==> src/rtl/sfcc_pkg.sv <==
// Package for the sensor frame CRC check and conversion block.
// Holds codes, constants, the shared structs and the CRC-8 / divide helpers.
package sfcc_pkg;

  localparam int unsigned OffW   = 14;
  localparam int unsigned TempW  = 16;
  localparam int unsigned HumW   = 14;
  localparam int unsigned WordW  = 16;
  localparam int unsigned PosW   = 3;

  // Byte positions inside a frame
  localparam logic [PosW-1:0] POS_T_HI  = 3'd0;
  localparam logic [PosW-1:0] POS_T_LO  = 3'd1;
  localparam logic [PosW-1:0] POS_T_CRC = 3'd2;
  localparam logic [PosW-1:0] POS_H_HI  = 3'd3;
  localparam logic [PosW-1:0] POS_H_LO  = 3'd4;
  localparam logic [PosW-1:0] POS_H_CRC = 3'd5;

  // Status codes
  localparam logic [1:0] ST_OK       = 2'd0;
  localparam logic [1:0] ST_TEMP_BAD = 2'd1;
  localparam logic [1:0] ST_HUM_BAD  = 2'd2;

  // Register indexes (paddr[2])
  localparam logic REG_TEMP_OFF = 1'b0;
  localparam logic REG_HUM_OFF  = 1'b1;

  localparam logic [7:0] CRC_INIT = 8'hFF;
  localparam logic [7:0] CRC_POLY = 8'h31;

  localparam logic [14:0] TEMP_SCALE = 15'd17500;
  localparam logic [13:0] HUM_SCALE  = 14'd10000;
  localparam logic signed [15:0] TEMP_BASE = -16'sd4500;
  localparam logic signed [15:0] HUM_MAX   = 16'sd10000;

  typedef struct packed {
    logic signed [OffW-1:0] temp_off;
    logic signed [OffW-1:0] hum_off;
  } cfg_t;

  typedef struct packed {
    logic             fire;
    logic [1:0]       status;
    logic [WordW-1:0] temp_word;
    logic [WordW-1:0] hum_word;
  } frame_res_t;

  // CRC-8, MSB first, one byte
  function automatic logic [7:0] crc8_feed(input logic [7:0] crc, input logic [7:0] b);
    logic [7:0] c;
    c = crc ^ b;
    for (int i = 0; i < 8; i++) begin
      c = c[7] ? ((c << 1) ^ CRC_POLY) : (c << 1);
    end
    return c;
  endfunction

  // floor(x / 65535), exact while the quotient stays below 2^16
  function automatic logic [15:0] div_ffff(input logic [31:0] x);
    logic [31:0] s;
    s = x + {16'd0, x[31:16]} + 32'd1;
    return s[31:16];
  endfunction

endpackage

==> src/rtl/sfcc_cfg.sv <==
// APB register file for the two calibration offsets.
// Depends on sfcc_pkg.
module sfcc_cfg (
  input  logic                clk_i,
  input  logic                rst_ni,
  input  logic                psel,
  input  logic                penable,
  input  logic                pwrite,
  input  logic [2:0]          paddr,
  input  logic [31:0]         pwdata,
  output logic [31:0]         prdata,
  output logic                pready,
  output sfcc_pkg::cfg_t      cfg_o
);
  import sfcc_pkg::*;

  logic signed [OffW-1:0] temp_off_q, temp_off_d;
  logic signed [OffW-1:0] hum_off_q, hum_off_d;
  logic wr_en;

  assign pready = 1'b1;
  assign wr_en  = psel & penable & pwrite;

  always_comb begin
    temp_off_d = temp_off_q;
    hum_off_d  = hum_off_q;
    if (wr_en) begin
      if (paddr[2] == REG_TEMP_OFF) temp_off_d = pwdata[OffW-1:0];
      else                          hum_off_d  = pwdata[OffW-1:0];
    end
  end

  always_ff @(posedge clk_i or negedge rst_ni) begin
    if (!rst_ni) begin
      temp_off_q <= '0;
      hum_off_q  <= '0;
    end else begin
      temp_off_q <= temp_off_d;
      hum_off_q  <= hum_off_d;
    end
  end

  always_comb begin
    if (paddr[2] == REG_HUM_OFF) prdata = {{(32-OffW){hum_off_q[OffW-1]}}, hum_off_q};
    else                         prdata = {{(32-OffW){temp_off_q[OffW-1]}}, temp_off_q};
  end

  assign cfg_o.temp_off = temp_off_q;
  assign cfg_o.hum_off  = hum_off_q;

endmodule

==> src/rtl/sfcc_frame.sv <==
// Frame tracker: byte position, running CRC-8, captured words, temp CRC flag.
// Depends on sfcc_pkg.
module sfcc_frame (
  input  logic                  clk_i,
  input  logic                  rst_ni,
  input  logic                  accept_i,
  input  logic [7:0]            rx_byte_i,
  input  logic                  frame_start_i,
  output logic                  last_pending_o,
  output sfcc_pkg::frame_res_t  res_o
);
  import sfcc_pkg::*;

  logic [PosW-1:0]  pos_q, pos_d, pos;
  logic [7:0]       crc_q, crc_d;
  logic [WordW-1:0] temp_q, temp_d;
  logic [WordW-1:0] hum_q, hum_d;
  logic             tbad_q, tbad_d;

  // frame start forces byte 0; unused codes fold to 0
  always_comb begin
    pos = pos_q;
    if (frame_start_i || pos_q > POS_H_CRC) pos = POS_T_HI;
  end

  always_comb begin
    pos_d  = pos_q;
    crc_d  = crc_q;
    temp_d = temp_q;
    hum_d  = hum_q;
    tbad_d = tbad_q;
    if (accept_i) begin
      pos_d = pos + 3'd1;
      case (pos)
        POS_T_HI: begin
          crc_d  = crc8_feed(CRC_INIT, rx_byte_i);
          temp_d = {rx_byte_i, 8'd0};
        end
        POS_T_LO: begin
          crc_d  = crc8_feed(crc_q, rx_byte_i);
          temp_d = {temp_q[15:8], rx_byte_i};
        end
        POS_T_CRC: begin
          tbad_d = (crc_q != rx_byte_i);
          crc_d  = CRC_INIT;
        end
        POS_H_HI: begin
          crc_d = crc8_feed(CRC_INIT, rx_byte_i);
          hum_d = {rx_byte_i, 8'd0};
        end
        POS_H_LO: begin
          crc_d = crc8_feed(crc_q, rx_byte_i);
          hum_d = {hum_q[15:8], rx_byte_i};
        end
        default: begin
          // humidity CRC byte closes the frame
          pos_d = POS_T_HI;
          crc_d = CRC_INIT;
        end
      endcase
    end
  end

  always_ff @(posedge clk_i or negedge rst_ni) begin
    if (!rst_ni) begin
      pos_q  <= POS_T_HI;
      crc_q  <= CRC_INIT;
      temp_q <= '0;
      hum_q  <= '0;
      tbad_q <= 1'b0;
    end else begin
      pos_q  <= pos_d;
      crc_q  <= crc_d;
      temp_q <= temp_d;
      hum_q  <= hum_d;
      tbad_q <= tbad_d;
    end
  end

  assign last_pending_o = (pos_q == POS_H_CRC);

  always_comb begin
    res_o.fire      = accept_i && (pos == POS_H_CRC);
    res_o.temp_word = temp_q;
    res_o.hum_word  = hum_q;
    if (tbad_q)                  res_o.status = ST_TEMP_BAD;
    else if (crc_q != rx_byte_i) res_o.status = ST_HUM_BAD;
    else                         res_o.status = ST_OK;
  end

endmodule

==> src/rtl/sfcc_conv.sv <==
// Fixed-point conversion of the captured words and the result register.
// Depends on sfcc_pkg.
module sfcc_conv (
  input  logic                        clk_i,
  input  logic                        rst_ni,
  input  sfcc_pkg::frame_res_t        res_i,
  input  sfcc_pkg::cfg_t              cfg_i,
  input  logic                        out_stall_i,
  output logic                        out_valid_o,
  output logic [1:0]                  frame_status_o,
  output logic signed [sfcc_pkg::TempW-1:0] temperature_centi_o,
  output logic [sfcc_pkg::HumW-1:0]   humidity_centi_o,
  output logic [sfcc_pkg::WordW-1:0]  temperature_raw_o,
  output logic [sfcc_pkg::WordW-1:0]  humidity_raw_o
);
  import sfcc_pkg::*;

  logic [30:0]             t_prod;
  logic [29:0]             h_prod;
  logic [15:0]             t_quo, h_quo;
  logic signed [15:0]      t_sum, h_sum;
  logic signed [TempW-1:0] temp_d;
  logic [HumW-1:0]         hum_d;

  logic                    valid_q, valid_d;
  logic [1:0]              status_q;
  logic signed [TempW-1:0] temp_q;
  logic [HumW-1:0]         hum_q;
  logic [WordW-1:0]        traw_q, hraw_q;

  // constant multiply, then exact floor divide by 65535
  assign t_prod = 31'(res_i.temp_word) * 31'(TEMP_SCALE);
  assign h_prod = 30'(res_i.hum_word) * 30'(HUM_SCALE);
  assign t_quo  = div_ffff(32'(t_prod));
  assign h_quo  = div_ffff(32'(h_prod));

  assign t_sum = $signed(t_quo) + TEMP_BASE
               + $signed({{(16-OffW){cfg_i.temp_off[OffW-1]}}, cfg_i.temp_off});
  assign h_sum = $signed(h_quo)
               + $signed({{(16-OffW){cfg_i.hum_off[OffW-1]}}, cfg_i.hum_off});

  always_comb begin
    temp_d = '0;
    hum_d  = '0;
    if (res_i.status == ST_OK) begin
      temp_d = t_sum;
      if (h_sum < 16'sd0)        hum_d = '0;
      else if (h_sum > HUM_MAX)  hum_d = HUM_MAX[HumW-1:0];
      else                       hum_d = h_sum[HumW-1:0];
    end
  end

  assign valid_d = res_i.fire | (valid_q & out_stall_i);

  always_ff @(posedge clk_i or negedge rst_ni) begin
    if (!rst_ni) valid_q <= 1'b0;
    else         valid_q <= valid_d;
  end

  always_ff @(posedge clk_i) begin
    if (res_i.fire) begin
      status_q <= res_i.status;
      temp_q   <= temp_d;
      hum_q    <= hum_d;
      traw_q   <= res_i.temp_word;
      hraw_q   <= res_i.hum_word;
    end
  end

  assign out_valid_o         = valid_q;
  assign frame_status_o      = status_q;
  assign temperature_centi_o = temp_q;
  assign humidity_centi_o    = hum_q;
  assign temperature_raw_o   = traw_q;
  assign humidity_raw_o      = hraw_q;

endmodule

==> src/rtl/sensor_frame_crc_convert.sv <==
// Top level of the sensor frame CRC check and conversion block.
// Depends on sfcc_pkg, sfcc_cfg, sfcc_frame and sfcc_conv.
//
//   channel  | direction | handshake              | payload
//   ---------+-----------+------------------------+----------------------------------
//   in       | input     | in_valid_i / in_stall_o | rx_byte_i, frame_start_i
//   out      | output    | out_valid_o / out_stall_i | frame_status_o, temperature_centi_o,
//            |           |                        | humidity_centi_o, *_raw_o
//   cfg      | input     | APB psel/penable/pready | temp offset @0x0, hum offset @0x4
//
// One byte per cycle while in_stall_o is low. The result of a frame sits in the
// output register in the cycle after its sixth byte is taken; CRC update is a single
// byte step and the conversion is a constant multiply with a shift-add divide by 65535.
// in_stall_o rises only when a sixth byte is due while the output register still
// holds an untaken transaction, also for a byte with frame_start_i; all other bytes pass.
// Reset clears byte position, captured words, the temperature CRC flag, offsets
// and out valid, and loads the CRC with 0xFF.
module sensor_frame_crc_convert (
  input  logic                               clk_i,
  input  logic                               rst_ni,
  // byte input
  input  logic                               in_valid_i,
  output logic                               in_stall_o,
  input  logic [7:0]                         rx_byte_i,
  input  logic                               frame_start_i,
  // result output
  output logic                               out_valid_o,
  input  logic                               out_stall_i,
  output logic [1:0]                         frame_status_o,
  output logic signed [sfcc_pkg::TempW-1:0]  temperature_centi_o,
  output logic [sfcc_pkg::HumW-1:0]          humidity_centi_o,
  output logic [sfcc_pkg::WordW-1:0]         temperature_raw_o,
  output logic [sfcc_pkg::WordW-1:0]         humidity_raw_o,
  // register port
  input  logic                               psel,
  input  logic                               penable,
  input  logic                               pwrite,
  input  logic [2:0]                         paddr,
  input  logic [31:0]                        pwdata,
  output logic [31:0]                        prdata,
  output logic                               pready
);
  import sfcc_pkg::*;

  cfg_t       cfg;
  frame_res_t res;
  logic       last_pending;
  logic       in_accept;

  // Only a frame-closing byte needs the output slot.
  assign in_stall_o = out_valid_o & out_stall_i & last_pending;
  assign in_accept  = in_valid_i & ~in_stall_o;

  sfcc_cfg u_cfg (
    .clk_i   (clk_i),
    .rst_ni  (rst_ni),
    .psel    (psel),
    .penable (penable),
    .pwrite  (pwrite),
    .paddr   (paddr),
    .pwdata  (pwdata),
    .prdata  (prdata),
    .pready  (pready),
    .cfg_o   (cfg)
  );

  sfcc_frame u_frame (
    .clk_i          (clk_i),
    .rst_ni         (rst_ni),
    .accept_i       (in_accept),
    .rx_byte_i      (rx_byte_i),
    .frame_start_i  (frame_start_i),
    .last_pending_o (last_pending),
    .res_o          (res)
  );

  sfcc_conv u_conv (
    .clk_i               (clk_i),
    .rst_ni              (rst_ni),
    .res_i               (res),
    .cfg_i               (cfg),
    .out_stall_i         (out_stall_i),
    .out_valid_o         (out_valid_o),
    .frame_status_o      (frame_status_o),
    .temperature_centi_o (temperature_centi_o),
    .humidity_centi_o    (humidity_centi_o),
    .temperature_raw_o   (temperature_raw_o),
    .humidity_raw_o      (humidity_raw_o)
  );

endmodule

==> config.mk <==
export PLATFORM = sky130hd
export DESIGN_NAME = sensor_frame_crc_convert
export DESIGN_NICKNAME = d
export VERILOG_FILES = /design/src/rtl/sfcc_pkg.sv /design/src/rtl/sfcc_cfg.sv /design/src/rtl/sfcc_frame.sv /design/src/rtl/sfcc_conv.sv /design/src/rtl/sensor_frame_crc_convert.sv
export SDC_FILE = /design/constraint.sdc
export NUM_CORES = 1
export LEC_CHECK = 0
export BUFFER_PORTS_ARGS = -buffer_cell sky130_fd_sc_hd__buf_2
export CAP_MARGIN = 25
export CORE_MARGIN = 4
export CORE_UTILIZATION = 50
export CTS_CLUSTER_DIAMETER = 60
export DETAILED_ROUTE_END_ITERATION = 8
export PLACE_DENSITY = 0.68
export SYNTH_ARGS = -nofsm -noshare
export SYNTH_HDL_FRONTEND = slang
export SYNTH_SLANG_ARGS = --single-unit
==> constraint.sdc <==
create_clock -name clk_i -period 9.6 [get_ports clk_i]
set_clock_uncertainty 0.15 [all_clocks]
set_input_delay 1.92 -clock clk_i [delete_from_list [all_inputs] [get_ports clk_i]]
set_output_delay 1.92 -clock clk_i [all_outputs]
set_load 0.02 [all_outputs]
### Yosys cells after proc, flatten, opt, wreduce, memory -nomap -nowiden

Index checks and enable logic that the tools add are counted.

| storage, ports and cells | value |
|---|---|
| memory bits (writable) | 0 |
| register bits | 137 |
| input bits | 51 |
| output and inout port bits | 99 |
| logic and storage cells | 108 |
| latch bits | 0 |
| memory bits (read-only) | 0 |
| memories | 0 |

| operators by class | value |
|---|---|
| reduce and logical (&&, ||, !) cells | 18 |
| muxes and demuxes | 25 |
| shift-type cells | 0 |
| divide/modulo/power cells | 0 |
| bitwise operators | 29 |
| magnitude comparators | 3 |
| eq/ne operators | 7 |
| $mul | 2 |
| add/subtract/negate cells | 8 |

Operator list:

| kind | number |
|---|---|
| 6-bit 2-to-1 mux | 16 |
| 32-bit by 1-bit adder with 32-bit output (second input constant) | 2 |
| 16-bit case mux with 2 select lines | 2 |
| 3-bit NOT | 16 |
| 16-bit by 14-bit adder with 16-bit output | 2 |
| 31-bit by 15-bit adder with 32-bit output | 1 |
| 32-bit 2-to-1 mux | 1 |
| 30-bit by 14-bit adder with 31-bit output | 1 |
| 16-bit by 13-bit multiplier with 29-bit output (second input constant) | 1 |
| 16-bit by 10-bit multiplier with 26-bit output (second input constant) | 1 |
| 16-bit by 14-bit adder with 16-bit output (second input constant) | 1 |
| 16-bit by 15-bit greater-than comparator with 1-bit output (second input constant) | 1 |
| 16-bit by 1-bit less-than comparator with 1-bit output (second input constant) | 1 |
| 8-bit case mux with 2 select lines | 1 |
| 14-bit 2-to-1 mux | 1 |
| 2-bit AND reduction | 5 |
| 3-bit == test (second input constant) | 3 |
| 8-bit != test | 1 |
| 8-bit NOT | 1 |
| 8-bit bitwise XOR | 1 |
| 3-bit by 2-bit == test with 1-bit output (second input constant) | 2 |
| 3-bit 2-to-1 mux | 2 |
| 3-bit AND reduction | 2 |
| 2-bit OR reduction | 3 |
| other kinds (14) | 24 |

### Logic depth before layout (Yosys ltp)

Gate-level depths: netlist (run 1).

| depth | value |
|---|---|
| word-level depth | 18 |
| depth in mapped cells | 48 |
| gate-level depth less buffers | 47 |

### Hierarchy

Synthesis (run 1) repeated with hierarchy kept, for this count alone.

| unflattened totals | value |
|---|---|
| cell total of the unflattened synthesis | 1548 |
| area total of the unflattened synthesis | 15175.8 µm² |

Modules (own cells, without submodules):

| module | sequential area each (µm²) | instances | cells an instance | area each (µm²) |
|---|---|---|---|---|
| sfcc_conv | 1946.9 | 1 | 1233 | 11319.6 |
| sfcc_frame | 1111.1 | 1 | 217 | 2394.8 |
| sfcc_cfg | 700.7 | 1 | 96 | 1441.4 |
| sensor_frame_crc_convert | 0.0 | 1 | 2 | 20.0 |

### Least setup slack after synthesis (run 1)

Ideal clock, no wire load.

| timing | value |
|---|---|
| path kind | register to register |
| start point | reg u_frame.hum_q[4] |
| end point | reg u_conv.hum_q[12] (netlist: u_conv.humidity_centi_o[12]) (data pin) |
| required time | 9.316 ns |
| arrival time | 9.806 ns |
| clock period less this slack | 10.090 ns |
| path buffers | 0 |
| slack | -0.490 ns |
| setup time | 0.134 ns |
| cell stages (with the launch flop) | 44 |
| path through | dfrtp_1 > inv_1 > fa_1 > inv_1 > ha_1 > inv_1 > fa_1 > inv_1 > ha_1 > inv_1 > fa_1 > inv_1 > ha_1 > a21o_1 > or2_2 > o2111ai_1 > nand3b_1 > a31o_2 > [8 not listed] > or3b_2 > or3_1 > nor4b_4 > nor2b_1 > ha_1 > a21o_1 > a21oi_1 > o21ai_0 > a31oi_1 > o21bai_1 > a211oi_1 > o21a_1 > o21ai_0 > a21oi_1 > xor2_1 > nand2b_1 > a2111oi_2 > and3_1 |

| on the way | value |
|---|---|
| cells in the longest elaborated chain, start to end | 6 |
| elaborated cells between the ends (all ways) | 7 |
| classes of those cells | add/sub: 3; mul: 1; order compare: 2; reduce/logical: 1 |

RTL lines:

| what | RTL line | source |
|---|---|---|
| start, declared | sfcc_frame.sv:17 | `logic [WordW-1:0] hum_q, hum_d;` |
| start signal, assigned | sfcc_frame.sv:75 | `hum_q <= hum_d;` |
| 16-bit by 10-bit multiplier with 26-bit output (*) | sfcc_conv.sv:33 | `assign h_prod = 30'(res_i.hum_word) * 30'(HUM_SCALE);` |
| 30-bit by 14-bit adder with 31-bit output (*) | sfcc_pkg.sv:61 | `s = x + {16'd0, x[31:16]} + 32'd1;` |
| 32-bit by 1-bit adder with 32-bit output (*) | sfcc_pkg.sv:61 |  |
| 16-bit by 14-bit adder with 16-bit output (*) | sfcc_conv.sv:40 | `+ $signed({{(16-OffW){cfg_i.hum_off[OffW-1]}}, cfg_i.hum_off});` |
| 16-bit by 15-bit greater-than comparator with 1-bit output / 16-bit by 1-bit less-than comparator with 1-bit output (equally long branches) | sfcc_conv.sv:48, sfcc_conv.sv:47 |  |
| 3-bit OR reduction (no source line) | -- |  |
| end signal, assigned | sfcc_conv.sv:64 | `hum_q <= hum_d;` |
| end, declared | sfcc_conv.sv:28 | `logic [HumW-1:0] hum_q;` |

Mark *: on every way between the ends. The rest lies on a longest branch, timed or not.
A chain may end at the register's enable or synchronous reset.

### Worst setup path in the final report (run 1)

Same ends and word-level chain as after synthesis.

==> results of run 1 <==
## routing by layer
| layer | part of all wire (%) | GRT usage [%] | vias up |
|---|---|---|---|
| met3 | 5.0 | 3.71 | 48 |
| met1 | 44 | 31.1 | 6074 |
| met4 | 2.0 | 5.54 | 0 |
| li1 | - | - | 6206 |
| met2 | 49 | 40.9 | 327 |
| met5 | 0 | 0 | - |
## kinds of logic (layout without fill, tap and decap cells)
group / count (synthesis) / after routing
buf+inv: 334 / 732
xor+xnor: 133 / 133
fa+ha+maj: 324 / 324
mux: 53 / 53
flops: 137 / 137
compound gates: 297 / 297
other cells: 1 / 1
simple gates: 319 / 319
## path summary, 6_finish.rpt
| path | endpoint | slack, ns |
|---|---|---|
| min reg2reg | u_cfg.temp_off_q[10] | 0.36 |
| min | u_cfg.temp_off_q[10] | 0.36 |
| min in group asynchronous | u_frame.crc_q[5] | 1.32 |
| max in group asynchronous | u_frame.crc_q[1] | 7.57 |
| max | u_conv.humidity_centi_o[12] | -0.36 |
| max reg2reg | u_conv.humidity_centi_o[12] | -0.36 |
## sequential cells by signal, summed over array words and instances (netlist names)
signal                      count
u_frame.temp_q                 16
u_frame.tbad_q                  1
u_conv.humidity_raw_o          16
u_conv.humidity_centi_o        14
u_frame.hum_q                  16
u_conv.temperature_centi_o     16
u_conv.out_valid_o              1
u_frame.crc_q                   8
u_cfg.hum_off_q                14
u_conv.temperature_raw_o       16
u_conv.frame_status_o           2
u_cfg.temp_off_q               14
u_frame.pos_q                   3
## worst register-to-register path, delay by kind of cell, from the launching register on
family | cells | cell delay [ns]
XOR/XNOR | 2 | 0.37
flip-flops | 1 | 0.36
buffers and inverters | 19 | 1.92
AO/OA/AOI/OAI | 13 | 2.42
AND/OR/NAND/NOR | 8 | 1.96
adder cells (fa/ha/maj) | 7 | 2.67
## per-stage QoR
stage	util [%]	worst slack, ns
floorplan	-	0.00720
global placement	60.3	-0.307
detailed placement	60.3	-0.622
CTS	64.3	-0.0821
global route	66.0	-0.747
finish	66.0	-0.359
## placed cells by master (no fill, tap or decap), drive strengths merged, types with 17 or more instances in the layout
cell,synthesis,routed
clkbuf,17,18
fa,83,83
mux2,50,50
nand3,29,29
inv,292,300
buf,25,408
xor2,45,45
ha,241,241
edfxtp,64,64
o21ai,73,73
nor3,25,25
xnor2,86,86
nor2b,20,20
a21oi,69,69
nand2,61,61
a21o,26,26
dfrtp,65,65
nor2,81,81
a211oi,17,17
## synth_stat cells, drive strengths merged, types with 6 or more instances
master	instances	share of area, %
inv	292	7.2
ha	241	20
xnor2	86	5.0
fa	83	11
nor2	81	2.0
o21ai	73	2.4
a21oi	69	2.3
dfrtp	65	11
edfxtp	64	13
nand2	61	1.5
mux2	50	3.7
xor2	45	2.6
nand3	29	0.98
a21o	26	1.3
buf	25	1.2
nor3	25	0.82
nor2b	20	0.82
a211oi	17	0.90
clkbuf	17	0.42
and2	16	0.65
o211ai	16	0.85
nand2b	15	0.61
o21a	15	0.79
and3	13	0.53
o21bai	11	0.54
a22o	9	0.52
nand4	9	0.37
or2	9	0.37
dfstp	8	1.4
or3	8	0.33
a31oi	6	0.25
nor4b	6	0.54
o221ai	6	0.34
## cell type report
| class | instances | area share (%) |
|---|---|---|
| clock buffer | 18 | 2.18 |
| clock inverter | 14 | 0.951 |
| inverter | 292 | 5.56 |
| multi-input combinational | 1127 | 55.7 |
| sequential | 137 | 19.1 |
| tap | 390 | 2.47 |
| timing repair buffer | 408 | 14.1 |
## timing repair
item                                    in CTS  in global routing
setup buffers                               38                 14
hold buffers                                 0                  0
pin swaps                                   68                 80
gates resized for setup                     72                 89
endpoints found under the setup margin      18                 19
cloned                                       0                  0
==> flow_summary.json, run 1 <==
{
  "drc": 0,
  "drtPass1Iterations": 5,
  "die_area_mm2": 0.0335,
  "async_flop_share_pct": 53.3,
  "worst_ep_arrival_time_ns": 10.10,
  "portBuffers": 128,
  "vias_per_cell": 5.30,
  "ys_ff_latch": 137,
  "clock-root-buffer": "clkbuf_16",
  "antenna_found_initial": 0,
  "finalWorstSetupSlack_ns": -0.359,
  "max_stage_delay_ns": 0.56,
  "start_kind": "register",
  "drv_slew": 0,
  "seq_area_mm2": 0.00376,
  "fp.dieH_um": 183,
  "grt.total_usage_pct": 23.5,
  "crit_start": "u_frame.hum_q[4]",
  "path_common_cell": "buf_4",
  "clock_path_buffers": 2,
  "ys_warn_count": 0,
  "hp-class": "register to register",
  "design.core.area_mm2": 0.0299,
  "grt_pass1_vias": 12900,
  "clk_pin_slew_ns": 0.07,
  "postPlaceCellArea_mm2": 0.0180,
  "cts_tree": "done",
  "netlist-cell-type-count": 88,
  "worstSetupEndpointType": "register",
  "wirelength_um": 39900,
  "critPathTopFamily": "adder cells",
  "grt_pass1_wl_um": 64100,
  "maxSlewHeadroom_pct": 32.2,
  "post-route-period-util_pct": 104,
  "final_cells": 2386,
  "synth_fp_nets": 1973,
  "cts_inserted_buffers": 17,
  "min_path_cells": 1,
  "crit_cells": 49,
  "dpl.hpwl_um": 31100,
  "worst-setup-path-type": "register to register",
  "drt_iter0_markers": 687,
  "synth_ff_type": "dfrtp_1",
  "maxCapViolCount": 0,
  "clock-sinks": 137,
  "start_util_pct": 51.2,
  "rsz0062_at_grt": "yes",
  "synth_compound_area_share_pct": 13.2,
  "synth_top_family_by_area": "adder cells",
  "gp_congestion": 0.936,
  "worst_hold_slack_ns": 0.357,
  "setup-violations-final": 14,
  "fillCellCount": 2357,
  "overflow": 0,
  "seq_area_frac_synth_pct": 24.6,
  "n_antenna_cell": 0,
  "synthCells": 1598,
  "violations": "setup timing",
  "fin_nets": 2358,
  "path_buf_inv": 19,
  "cp_slowest_cell": "fa_1",
  "multi_input_area_mm2": 0.0110,
  "netlist_area_mm2": 0.0153,
  "synthAdderAreaFrac_pct": 30.6,
  "drive_above_1_share_pct": 33.6,
  "h-tree-depth": 4,
  "max_freq_mhz": 100,
  "syn_to_final_growth_pct": 29.0,
  "post-place-cells": 2303,
  "period_needed_ns": 9.96,
  "clk_latency_ns": 0.42,
  "synth_mux_area_share_pct": 3.88,
  "synth_edf_count": 64,
  "hold_viol": 0,
  "status": "finished with violations",
  "ant_nets": 0,
  "grt_max_degree": 74,
  "synthSimpleGateAreaFrac_pct": 11.1,
  "wl_per_cell_um": 16.7,
  "cp_data_required_time_ns": 9.75,
  "r2r_cells": 49,
  "worstMarginPinSlew_ns": 1.01,
  "min_from": "u_cfg.temp_off_q[10]",
  "synthXorXnorAreaFrac_pct": 7.85,
  "r2r_start": "u_frame.hum_q[4]",
  "pin_count": 150,
  "syn_area_per_cell_um2": 9.57,
  "row_count": 63,
  "vias": 12700,
  "cp_max_fo": 4,
  "fp.dieW_um": 183,
  "fin_tns_setup_ns": -3.70,
  "final_area_mm2": 0.0197
}
Power of run 1 is left out: the tool's default activity adds up to more than one toggle a clock period on the data nets, which glitch-free logic cannot reach.
==> run 2: changes to the inputs <==
--- a/config.mk
+++ b/config.mk
@@ -6,7 +6,7 @@
 export NUM_CORES = 1
 export LEC_CHECK = 0
 export BUFFER_PORTS_ARGS = -buffer_cell sky130_fd_sc_hd__buf_2
-export CAP_MARGIN = 25
+export CORE_ASPECT_RATIO = 0.5
 export CORE_MARGIN = 4
 export CORE_UTILIZATION = 50
 export CTS_CLUSTER_DIAMETER = 60
==> run 2 against run 1 <==
Compared with the run above: the run still ends with setup timing left; hold slack hardly changed; die area increased by 0.50%; maximum frequency down 2.0%; register-to-register slack got worse by 0.21 ns; clock-buffer cell count rose by 1; cell area increased by 0.84%; critical endpoint unchanged.
==> flow_summary.json, run 2 (synthesis results as in run 1) <==
{
  "grt_pass1_wl_um": 63100,
  "post-place-cells": 2357,
  "vias": 12800,
  "worstMarginPinSlew_ns": 0.975,
  "setup-violations-final": 14,
  "hold_viol": 0,
  "hp-class": "register to register",
  "fp.dieH_um": 132,
  "post-route-period-util_pct": 106,
  "antenna_found_initial": 1,
  "cp_data_required_time_ns": 9.75,
  "final_cell_mix": "buf_4, inv_1, ha_1",
  "row_count": 44,
  "fillCellCount": 2287,
  "vias_per_cell": 5.27,
  "endpoint": "u_conv.humidity_centi_o[12]",
  "r2r_cells": 45,
  "worstSetupEndpointType": "register",
  "worst-setup-path-type": "register to register",
  "pin_count": 150,
  "status": "finished with violations",
  "rrSetupSlack_ns": -0.57,
  "worst_hold_slack_ns": 0.357,
  "clock-sinks": 137,
  "drv_slew": 0,
  "finalWorstSetupSlack_ns": -0.566,
  "clock-root-buffer": "clkbuf_16",
  "h-tree-depth": 4,
  "drive_above_1_share_pct": 33.9,
  "grt_max_degree": 74,
  "wl_met1_um": 18100,
  "drc": 0,
  "clock_path_buffers": 2,
  "die_area_mm2": 0.0336,
  "drt_iter0_markers": 752,
  "cp_slowest_cell": "fa_1",
  "start_util_pct": 51.7,
  "cp_max_fo": 6,
  "gp_congestion": 0.951,
  "cts_tree": "done",
  "maxSlewHeadroom_pct": 34.6,
  "fp.dieW_um": 255,
  "worst_ep_arrival_time_ns": 10.32,
  "rsz0062_at_grt": "yes",
  "path_common_cell": "inv_2",
  "max_stage_delay_ns": 0.55,
  "wl_met2_um": 18900,
  "start_kind": "register",
  "grt_pass1_vias": 12600,
  "ant_nets": 0,
  "grt.total_usage_pct": 22.8,
  "r2r_start": "u_frame.hum_q[5]",
  "cts_inserted_buffers": 17,
  "wirelength_um": 39600,
  "cts.hold.buffers_added": 0,
  "syn_to_final_growth_pct": 30.1,
  "dr_wl_met3_um": 1820,
  "top_layer": "met4",
  "n_antenna_cell": 0,
  "reg2reg_to": "u_conv.humidity_centi_o[12]",
  "period_needed_ns": 10.17,
  "wl_per_cell_um": 16.3,
  "final_cells": 2424,
  "drtPass1Iterations": 5,
  "min_path_cells": 1,
  "clk_latency_ns": 0.42,
  "max_freq_mhz": 98.4,
  "maxCapViolCount": 0,
  "crit_start": "u_frame.hum_q[5]",
  "portBuffers": 128,
  "clk_pin_slew_ns": 0.07,
  "final_common_cell": "buf_4",
  "violations": "setup timing",
  "overflow": 0,
  "dpl.hpwl_um": 31100,
  "fin_nets": 2395,
  "design.core.area_mm2": 0.0296
}
-- run 2: stage by stage --
step	TNS (ns)	util, %	setup WS (ns)	instance area (µm²)
6_report	-6.31	67.3	-0.566	19900
5_1_grt	-13.26	67.3	-1.04	19900
4_1_cts	-3.59	65.9	-0.311	19500
3_5_place_dp	-9.76	62.3	-0.722	18400
3_3_place_gp	-8.00	62.3	-0.614	18400
2_1_floorplan	0	-	0.00720	15400
-- run 2: cell type report --
| class | count | area (µm²) | area share (%) |
|---|---|---|---|
| repair buffers | 445 | 3050 | 15.3 |
| flip-flops and latches | 137 | 3760 | 18.9 |
| multi-input cells | 1127 | 10900 | 54.8 |
| well taps | 391 | 489 | 2.46 |
| inverters | 292 | 1100 | 5.51 |
| clock buffers | 19 | 454 | 2.28 |
| clock inverters | 13 | 144 | 0.723 |
-- run 2: layer usage --
| metal | vias to the layer above | GRT usage [%] |
|---|---|---|
| met2 | 256 | 38.2 |
| met5 | - | 0 |
| li1 | 6280 | - |
| met3 | 44 | 2.40 |
| met1 | 6190 | 32.2 |
| met4 | 0 | 4.86 |
-- run 2: repair_timing --
item,CTS,global route
setup endpoints to repair,18,19
gates cloned,1,0
gates resized for setup,71,70
setup buffers,20,14
hold endpoints to repair,0,0
pin swaps,62,57
-- run 2: critical path, delay by kind of cell, from the launching register on --
| kind | cells | cell delay [ns] |
|---|---|---|
| buf+inv | 9 | 0.89 |
| flops | 1 | 0.38 |
| simple gates | 12 | 2.68 |
| xor+xnor | 1 | 0.15 |
| fa+ha+maj | 8 | 2.93 |
| compound gates | 15 | 2.87 |
-- run 2: worst min-delay path by stage --
| stage | from | to |
|---|---|---|
| finish | u_cfg.temp_off_q[5] | u_cfg.temp_off_q[5] |
| global route | u_cfg.temp_off_q[5] | u_cfg.temp_off_q[5] |
| CTS | u_cfg.temp_off_q[5] | u_cfg.temp_off_q[5] |
| detailed placement | u_frame.tbad_q | u_conv.frame_status_o[0] |
| global placement | u_cfg.temp_off_q[5] | u_cfg.temp_off_q[5] |
| floorplan | u_frame.tbad_q | u_conv.frame_status_o[0] |
Power of run 2 is left out for the same reason.
